## config.mk

```make
export PLATFORM = sky130hd
export DESIGN_NAME = biopc_cell
export DESIGN_NICKNAME = d
export VERILOG_FILES = /design/src/design/biopc_pkg.sv /design/src/design/biopc_cell.sv
export SDC_FILE = /design/constraint.sdc
export NUM_CORES = 1
export LEC_CHECK = 0
export BUFFER_PORTS_ARGS = -buffer_cell sky130_fd_sc_hd__buf_2
export CORE_AREA = 2 2 254 256
export CTS_BUF_LIST = sky130_fd_sc_hd__clkbuf_16
export CTS_CLUSTER_SIZE = 16
export DETAILED_ROUTE_END_ITERATION = 16
export DIE_AREA = 0 0 256 258
export PLACE_DENSITY = 0.64
export RECOVER_POWER = 100
export SKIP_CTS_REPAIR_TIMING = 1
export SLEW_MARGIN = 20
export SYNTH_ARGS = -nofsm -noshare
export SYNTH_HDL_FRONTEND = slang
export SYNTH_SLANG_ARGS = --single-unit
```

## constraint.sdc

```tcl
create_clock -name clk -period 12.2 [get_ports clk]
set_input_delay 2.44 -clock clk [delete_from_list [all_inputs] [get_ports clk]]
set_output_delay 2.44 -clock clk [all_outputs]
set_load 0.01 [all_outputs]
```

## src/design/biopc_pkg.sv

```systemverilog
// Shared types and constants of the block I/O pattern classifier.
package biopc_pkg;

	localparam int unsigned SECTOR_SHIFT = 9;

	typedef enum logic [1:0] {
		ST_COUNTED  = 2'd0,
		ST_FIRST    = 2'd1,
		ST_FILTERED = 2'd2,
		ST_FULL     = 2'd3
	} status_t;

	typedef enum logic {
		CFG_FILTER_ENABLE = 1'b0,
		CFG_TARGET_DEVICE = 1'b1
	} cfg_index_t;

	typedef struct packed {
		logic [31:0] device;
		logic [63:0] start_sector;
		logic [31:0] sector_count;
	} in_item_t;

	typedef struct packed {
		logic [1:0]  status;
		logic [63:0] sequential_total;
		logic [63:0] random_total;
		logic [63:0] byte_total;
	} result_t;

	// Item as it travels along the row of table cells.
	typedef struct packed {
		logic        active;
		logic        done;
		status_t     status;
		logic [31:0] device;
		logic [63:0] start_sector;
		logic [31:0] sector_count;
		logic [63:0] seq_total;
		logic [63:0] rnd_total;
		logic [63:0] byte_total;
	} token_t;

endpackage

```

## src/design/biopc_cell.sv

```systemverilog
// One table cell: holds one device entry and passes the item on to the next cell.
module biopc_cell (
	input  logic              clk,
	input  logic              arst_n,
	input  biopc_pkg::token_t tok_in,
	output biopc_pkg::token_t tok_out
);

	logic        valid_q;
	logic [31:0] device_q;
	logic [63:0] end_q;
	logic [63:0] seq_q;
	logic [63:0] rnd_q;
	logic [63:0] bytes_q;
	biopc_pkg::token_t tok_q;

	logic        pending;
	logic        hit;
	logic        alloc;
	logic        had_end;
	logic        is_seq;
	logic [63:0] seq_n;
	logic [63:0] rnd_n;
	logic [63:0] bytes_n;
	logic [63:0] end_n;
	logic [31:0] incr_bytes;
	biopc_pkg::token_t tok_n;

	always_comb begin
		pending    = tok_in.active && !tok_in.done;
		hit        = pending && valid_q && (device_q == tok_in.device);
		// Entries fill from the low end, so the first free cell means the device is new.
		alloc      = pending && !valid_q;
		had_end    = (end_q != 64'd0);
		is_seq     = (end_q == tok_in.start_sector);
		incr_bytes = {tok_in.sector_count[31-biopc_pkg::SECTOR_SHIFT:0],
			{biopc_pkg::SECTOR_SHIFT{1'b0}}};
		end_n      = tok_in.start_sector + {32'd0, tok_in.sector_count};
		seq_n      = seq_q;
		rnd_n      = rnd_q;
		bytes_n    = bytes_q;
		if (had_end) begin
			seq_n   = seq_q + {63'd0, is_seq};
			rnd_n   = rnd_q + {63'd0, !is_seq};
			bytes_n = bytes_q + {32'd0, incr_bytes};
		end

		tok_n = tok_in;
		if (hit) begin
			tok_n.done       = 1'b1;
			tok_n.status     = had_end ? biopc_pkg::ST_COUNTED : biopc_pkg::ST_FIRST;
			tok_n.seq_total  = seq_n;
			tok_n.rnd_total  = rnd_n;
			tok_n.byte_total = bytes_n;
		end else if (alloc) begin
			tok_n.done       = 1'b1;
			tok_n.status     = biopc_pkg::ST_FIRST;
			tok_n.seq_total  = 64'd0;
			tok_n.rnd_total  = 64'd0;
			tok_n.byte_total = 64'd0;
		end
	end

	always_ff @(posedge clk or negedge arst_n) begin
		if (!arst_n) begin
			valid_q <= 1'b0;
			tok_q   <= '0;
		end else begin
			tok_q <= tok_n;
			if (alloc) begin
				valid_q <= 1'b1;
			end
		end
	end

	always_ff @(posedge clk) begin
		if (hit) begin
			end_q   <= end_n;
			seq_q   <= seq_n;
			rnd_q   <= rnd_n;
			bytes_q <= bytes_n;
		end else if (alloc) begin
			device_q <= tok_in.device;
			end_q    <= end_n;
			seq_q    <= 64'd0;
			rnd_q    <= 64'd0;
			bytes_q  <= 64'd0;
		end
	end

	assign tok_out = tok_q;

endmodule

```

==> impl_metrics.toml <==
[clock_tree]
cts_buffers = 67
insertion_delay_ns = 0.61
h-tree-depth = 3
cts_tree = "yes"
cts_buffer_depth = 3
cts.clk_slew.worst_paths_ns = 0.06
cts_sinks = 604
cts_root_buffer = "clkbuf_16"

[global_routing]
overflow = 0
grt_max_degree = 196
grt_usage_pct = 24.84
met1_usage_pct = 30.38
grt_use_met3_pct = 4.819
antenna_found_initial = 10
grt_pass1_wl_um = 125800
grt_use_met2_pct = 44.01
grt_pass1_vias = 21210
busiest_layer = "met2"

[sta]
grt_setup_unrepaired = "false"
worst_slack_ns = 4.828
fin_crit_sh_pct = 60.43
finalSetupViolCount = 0
fmax_mhz = 135.6
slew_headroom_pct = -155.7
worst_pin_slew_ns = 3.836
skew_ns = 0.01848
slew_violations = 324
final_hold_viol_count = 0
setup_tns_ns = 0
period_needed_ns = 7.372

[drt]
vias = 20490
drtIter0Drc = 1450
postRouteAntennaNets = 0
post-route-drc-count = 0
routed_wl_um = 83240
avgViaCountPerCell = 5.296
dr.pass1.iters = 5
wl_per_cell_um = 21.51

[setup_path]
arrival_ns = 7.62
critPathMaxFanout = 93
r2r_setup_slack_ns = 6.40
end_kind = "flop"
reg2reg_from = "device_q[30]"
crit_start = "tok_in[316]"
required_ns = 12.45
critical_path_class = "input pin to flop"
start_kind = "input pin"

[worst_hold_path]
holdCritStartpoint = "valid_q"
hp-class = "flop to flop"

[cells_and_area]
syn_to_final_growth_pct = 21.14
stdcell_count = 3870
drive_gt1_share_pct = 10.69
nNetsFinal = 3344

[placement]
io_buffer_count = 649
dp.cells = 3743
gp_congestion = 0.9448
pre_cts_ws_ns = 5.659
dp_hpwl_um = 61710

[logic_synthesis]
synthCells = 2300
netlist_top_cells_area = "edfxtp_1 31%, dfrtp_1 30%, xnor2_1 6.9%"
synth_common_cells = "325 x dfrtp_1, 279 x edfxtp_1, 266 x nor2_1"
synth_edf_count = 279
yosys_warnings = 0
avgSynthCellArea_um2 = 11.78
yosysMostFrequentCell = "dfrtp_1"
synth_async_sr_flop_share_pct = 53.81
ys_seq_area_share_pct = 60.92
synth_seq_cells = 604
yosysUniqueCellTypes = 69
yosysTopAreaCellShare_pct = 30.91
synth-main-ff-cell = "dfrtp_1"
synth_area_leader_cell = "edfxtp_1"
netlist_area_um2 = 27100
syn_nets = 2687

[status]
violations = "max-capacitance violations, max-slew violations"
status = "complete, but fails checks"

[floorplanning]
io_pins = 650
die-area_um2 = 66050
die_y_um = 258
num_rows = 93
core_um2 = 63650
start_util_pct = 42.58
die_w_um = 256

[pwr]
p_comb_share_pct = 8.3
pwr_density_cell_nw_per_um2 = 140.7
pwr-share-clk_pct = 44.1
p_int_uw = 3506
power_switching_uw = 1113
swShare_pct = 24.10
p_seq_share_pct = 47.7
p_leak_uw = 0.01311
ir_drop_mv = 0.09955

[job]
drv_cap = 5
==> power by group through the flow <==
stage	registers, uW	logic, uW	clock network, uW
after floorplan	2270	158	0
after global placement	2240	402	0
after detailed placement	2240	407	0
after CTS	2200	409	2070
after global routing	2210	418	2150
final	2200	382	2040
==> registers in the layout, summed over array words and instances (netlist names) <==
signal,flops
bytes_q,55
device_q,32
end_q,64
rnd_q,64
seq_q,64
tok_out,324
valid_q,1
==> cells by family after synthesis <==
family                     Yosys count  synth area share, %
xor gates and xnor gates           322                10.41
muxes                               17               0.6278
buffers and inverters              106                1.528
and+or+nand+nor                    801                14.48
adders and majority gates           61                2.871
AOI/OAI and AO/OA                  389                9.173
DFF                                604                60.92
==> cell usage in the layout, fill, tap and decap left out, types with 15 or more instances in the layout <==
cell / n
a21oi_1: 79
nand3_1: 87
mux2i_1: 17
nand4_1: 70
clkbuf_16: 72
clkbuf_1: 457
buf_2: 196
and3_1: 39
dfrtp_1: 325
edfxtp_1: 279
a21o_1: 141
ha_1: 59
nor3_1: 29
xnor2_1: 212
nor2_1: 272
inv_1: 50
and4_1: 15
or3_1: 16
o21ai_0: 108
and2_1: 19
nor4_1: 29
nand2_1: 172
xor2_1: 110
==> worst max-delay path, cell delays in order <==
cell and delay [ns]:
clkbuf_1 0.12, xnor2_1 0.14, nand4_1 0.13, nor4_1 0.09, nand4_1 0.10, clkbuf_1 2.26, buf_4 1.01, buf_4 0.88
nor2_1 0.34
==> area by class of cell <==
| class | count | area [um^2] |
|---|---|---|
| antenna | 4 | 10.01 |
| tap | 855 | 1070 |
| fill | 5863 | 30820 |
| inverter | 34 | 135.1 |
| timing repair buffer | 660 | 2769 |
| clock buffer | 72 | 1802 |
| multi-input combinational | 1590 | 10130 |
| clock inverter | 51 | 405.4 |
| sequential | 604 | 16510 |
==> through the flow <==
step	util [%]	hold slack [ns]	total power [uW]	instance area [um^2]
final	51.59	0.5268	4619	32830
after global routing	51.59	0.5587	4778	32830
after CTS	52.59	0.5717	4683	33480
after detailed placement	49.13	0.5546	2646	31270
after global placement	49.12	0.5477	2640	31260
after floorplan	-	0.4631	2428	27100
==> metal layers <==
layer  wire length [um]  share of wire [%]
met1              32990                 40
met2              42630                 51
met3               5028                6.0
met4               2526                3.0
met5                 55              0.066
==> worst paths after layout <==
path	endpoint	depth (start not counted)
setup / recovery	seq_q[2]	9
hold reg to reg	valid_q	1
hold / removal	valid_q	1
max in group asynchronous	tok_out[69]	2
setup reg to reg	seq_q[2]	8
min in group asynchronous	tok_out[235]	1
No activity file was read; power rests on OpenSTA's default activity.
